File: src/hw/rtl/dpsh_pkg.sv
// Package for the dual polynomial substring hash block.
// Holds widths, reset values, action/status codes, register indices and the sequencer state type.
// No dependencies.
`timescale 1ns / 1ps
package dpsh_pkg;
    localparam int W_VAL = 31;
    localparam int W_LEN = 13;
    localparam int MAX_LEN_DEF = 4096;
    localparam logic [W_VAL-1:0] RST_BASE_A = 31'd131;
    localparam logic [W_VAL-1:0] RST_MOD_A  = 31'd1000000007;
    localparam logic [W_VAL-1:0] RST_BASE_B = 31'd137;
    localparam logic [W_VAL-1:0] RST_MOD_B  = 31'd998244353;

    localparam logic [1:0] ACT_APPEND = 2'd0;
    localparam logic [1:0] ACT_QUERY  = 2'd1;
    localparam logic [1:0] ACT_CLEAR  = 2'd2;

    localparam logic [1:0] ST_OK   = 2'd0;
    localparam logic [1:0] ST_BAD  = 2'd1;
    localparam logic [1:0] ST_FULL = 2'd2;

    localparam logic [1:0] REG_BASE_A = 2'd0;
    localparam logic [1:0] REG_MOD_A  = 2'd1;
    localparam logic [1:0] REG_BASE_B = 2'd2;
    localparam logic [1:0] REG_MOD_B  = 2'd3;

    typedef enum logic [3:0] {
        S_IDLE, S_RD, S_RDW, S_LD, S_REDUCE, S_MUL, S_MULRED, S_FIN, S_SUB, S_DONE
    } t_state;
endpackage

File: src/hw/rtl/dpsh_mulmod.sv
// Bit-serial modular multiplier: x*y mod m, one multiplier bit per cycle.
// Depends on dpsh_pkg. i_x must be below m; i_y may take any 32-bit value.
`timescale 1ns / 1ps
module dpsh_mulmod
    import dpsh_pkg::*;
(
    input  logic              i_clk,
    input  logic              i_rst_n,
    input  logic              i_start,
    input  logic [W_VAL:0]    i_x,
    input  logic [W_VAL:0]    i_y,
    input  logic [W_VAL:0]    i_m,
    output logic              o_done,
    output logic [W_VAL:0]    o_p
);
    logic [W_VAL:0] r_acc, r_x, r_y, r_m;
    logic [5:0]     r_cnt;
    logic           r_busy;
    logic [W_VAL+1:0] dbl, d1, add, a1;

    // double accumulator then add x if the current top bit is set, both mod m
    always_comb begin
        dbl = {r_acc, 1'b0};
        d1  = (dbl >= {1'b0, r_m}) ? dbl - {1'b0, r_m} : dbl;
        add = d1 + (r_y[W_VAL] ? {1'b0, r_x} : '0);
        a1  = (add >= {1'b0, r_m}) ? add - {1'b0, r_m} : add;
    end

    always_ff @(posedge i_clk) begin
        if (!i_rst_n) begin
            r_busy <= 1'b0;
            o_done <= 1'b0;
            r_cnt  <= '0;
        end else begin
            o_done <= 1'b0;
            if (i_start) begin
                r_busy <= 1'b1;
                r_cnt  <= 6'd0;
                r_acc  <= '0;
                r_x    <= i_x;
                r_y    <= i_y;
                r_m    <= i_m;
            end else if (r_busy) begin
                r_acc <= a1[W_VAL:0];
                r_y   <= {r_y[W_VAL-1:0], 1'b0};
                r_cnt <= r_cnt + 6'd1;
                if (r_cnt == 6'(W_VAL)) begin
                    r_busy <= 1'b0;
                    o_done <= 1'b1;
                end
            end
        end
    end
    assign o_p = r_acc;
endmodule

File: config.mk
export PLATFORM = sky130hd
export DESIGN_NAME = dpsh_mulmod
export DESIGN_NICKNAME = d
export VERILOG_FILES = /design/src/hw/rtl/dpsh_pkg.sv /design/src/hw/rtl/dpsh_mulmod.sv
export SDC_FILE = /design/constraint.sdc
export NUM_CORES = 1
export LEC_CHECK = 0
export ABC_AREA = 1
export BUFFER_PORTS_ARGS = -buffer_cell sky130_fd_sc_hd__buf_2
export CORE_ASPECT_RATIO = 1.75
export CORE_MARGIN = 2
export CORE_UTILIZATION = 35
export DETAILED_ROUTE_END_ITERATION = 10
export HOLD_SLACK_MARGIN = 0.15
export PLACE_DENSITY = 0.59
export REMOVE_ABC_BUFFERS = 1
export SYNTH_ARGS = -nofsm -noshare
export SYNTH_HDL_FRONTEND = slang
export SYNTH_SLANG_ARGS = --single-unit
File: constraint.sdc
create_clock -name i_clk -period 14.18 [get_ports i_clk]
set_clock_uncertainty 0.05 [all_clocks]
set_input_delay 0.709 -clock i_clk [delete_from_list [all_inputs] [get_ports i_clk]]
set_output_delay 0.709 -clock i_clk [all_outputs]
set_load 0.01 [all_outputs]
==> summary.md <==
| Metric | Value |
|---|---|
| Placed cells | `around 2200` |
| RSZ-0062 raised after global routing | `no` |
| Max-slew violation count | `0` |
| Final #Nets | `slightly below 2000` |
| Final Critical Period | `around 7800 ps` |
| CTS Sinks | `136` |
| CTS tree | `yes` |
| Filler cell count | `approximately 3600` |
| Status | `finished clean` |
| Number of CTS-inserted buffers | `17` |
| Capture point of the worst reg-to-reg path | `o_p[2]` |
| Slowest stage delay, CP | `about 700 ps` |
| Fin cells | `2209` |
| Fin crit share | `54.70%` |
| Max-Cap Viols | `0` |
| Setup TNS | `0 ps` |
| Fin area | `~13000 µm²` |
| Final global-route overflow total | `0` |
| Most common cell after layout, fill and taps aside | `nand2_1` |
| Synth Warn # | `0` |
| Seq/Total Area, Yosys | `34.10%` |
| Ports | `around 130` |
| Avg Cell Area, Syn | `around 7.0 µm²` |
| Drt total wl | `40670 µm` |
| Die area | `around 35000 µm²` |
| Area of the multi-input gates | `roughly 6700 µm²` |
| TritonRoute pass-1 iters | `5` |
| Worst Setup End Kind | `register` |
| Critical path's slowest cell | `nand4_4` |
| Area Overhead vs Synth | `13.74%` |
| Commonest non-fill, non-tap cells in the layout | `nand2_1 (559), inv_1 (228), nor2_1 (192)` |
| Clk_lat worst skew | `approximately 460 ps` |
| Wire length per cell | `~18 µm` |
| Mapped cell area | `around 12000 µm²` |
| Reg2reg setup slack | `~6400 ps` |
| Largest net degree at the start of global routing | `between 60 and 70` |
| CP Class | `reg2reg` |
| Most used cell, CP | `nand2_1` |
| CP Max Fanout | `63` |
| GP Congestion | `between 1 and 1.5` |
| Hold_sp | `i_x[29]` |
| DRT iter0 DRCs | `733` |
| # diodes | `0` |
| Req. time, crit path | `14330 ps` |
| FF/Latch Area | `4004 µm²` |
| Instance count of the mapped netlist | `approximately 1700` |
| CTS hold repair buffers | `0` |
| Final setup violation count | `0` |
| Post_cts resized | `0` |
| FF+latch count, synth | `~140` |
| Antenna violations before repair | `0` |
| Vias/cell | `5.078` |
| Horiz. Die Dim | `142.4 µm` |
| Final ANT Viol Nets | `0` |
| Post-CTS Setup Bufs | `0` |
| Cell Area, Placed | `about 13000 µm²` |
| Share of cells above drive strength 1 | `between 10% and 20%` |
| Starting Density | `a little over a third` |
| Synth cell types | `43` |
| Hold Path Depth | `1` |
| IO Port Bufs | `between 100 and 150` |
| Die Span Y | `246.3 µm` |
| Slew headroom | `a little under a third` |
| Clk buf depth | `2` |
| FF-to-FF path depth | `32` |
| F_max | `128.9 MHz` |
| Final hold viol count | `0` |
| Core region area | `between 30000 and 40000 µm²` |
| Number of global-route vias before repair | `10960` |
| CP Data Arrival Time | `between 7000 and 8000 ps` |
| Worst path bufs/invs | `4` |
| CP delay by family, top | `simple AND/OR/NAND/NOR gates` |
| First-pass GRT wire length | `around 60000 µm` |
| GRT Resource Usage Total | `23.29%` |
| Hold Path Class | `in2reg` |
| Worst r2r src | `r_m[15]` |
| DR vias | `11220` |
| Hold EP | `r_x[29]` |
| Final Core Density | `40.42%` |
| Tightest Pin Transition | `~1000 ps` |
| Post-DP HPWL | `between 30000 and 40000 µm` |
| Clock transition at path regs | `about 70 ps` |
| CP startpoint kind | `register` |
| FP Rows | `88` |
| Remaining DRCs | `0` |
| CTS H-tree depth | `4` |
| Clock Tree Root | `clkbuf_16` |
| CP startpoint | `r_m[15]` |
registers in the layout (all words and copies together) (netlist names):
register / count
r_y: 32
r_x: 32
r_busy: 1
r_m: 32
r_cnt: 6
o_done: 1
o_p: 32
per-stage QoR:
stage	setup WS (ps)	hold slack, ps
4_1_cts	6471	353.6
6_report	6424	372.7
2_1_floorplan	8238	404.2
3_3_place_gp	6500	434.3
3_5_place_dp	6505	443.0
5_1_grt	5745	361.3
cells by family after synthesis:
kind of cell | after synthesis | synth area share (%)
AO/OA/AOI/OAI | 222 | 10.65
XOR/XNOR | 77 | 5.744
adder cells (fa/ha/maj) | 100 | 10.85
buffers and inverters | 260 | 8.750
flip-flops | 136 | 34.10
AND/OR/NAND/NOR | 871 | 29.91
area by class of cell:
class / instances / share of cell area, %
Multi-Input combinational cell: 1270 / 50.26
Clock inverter: 15 / 1.171
Tap cell: 405 / 3.795
Timing Repair Buffer: 134 / 5.079
Inverter: 232 / 6.522
Clock buffer: 17 / 3.186
Sequential cell: 136 / 29.99
Yosys cell counts (all sizes together):
library cell  count  area, µm²
a211oi            4      30.03
a21boi            3      22.52
a21o             10      75.07
a21oi            99      503.0
a221oi            2      17.52
a31o              1      8.760
a31oi             9      56.30
and2              1      6.260
and3              1      6.260
buf              12      96.33
clkbuf           16      60.06
clkinv            1      3.750
dfxtp             8      160.2
edfxtp          128       3844
fa                3      60.06
ha               97       1214
inv             231      867.1
nand2           564       2127
nand3            56      290.3
nand3b            3      22.52
nand4            21      146.4
nor2            195      739.5
nor3             18      90.09
nor3b             2      20.02
nor4              7      43.79
o211ai            2      15.01
o21a              2      15.01
o21ai            69      349.1
o21bai           21      157.7
or2               3      18.77
xnor2            28      245.2
xor2             49      429.2
worst max-delay path by stage:
stage	slack, ps	depth (start not counted)	endpoint
6_report	6420	32	o_p[2]
5_1_grt	5750	35	o_p[0]
4_1_cts	6470	35	o_p[0]
3_5_place_dp	6500	35	o_p[0]
3_3_place_gp	6500	35	o_p[1]
2_1_floorplan	8240	32	o_p[18]
routing by layer:
metal | GRT usage [%] | routed length [µm] | vias up | part of all wire [%]
met4 | 19.48 | 3750 | 0 | 9.2
li1 | - | - | 5668 | -
met2 | 43.72 | 21420 | 359 | 53
met3 | 3.479 | 1646 | 114 | 4.0
met1 | 21.64 | 13850 | 5076 | 34
met5 | 0 | 0 | - | 0
Power is not shown: default switching activity piles up to over one toggle a cycle in this logic, so the estimate is an artifact.
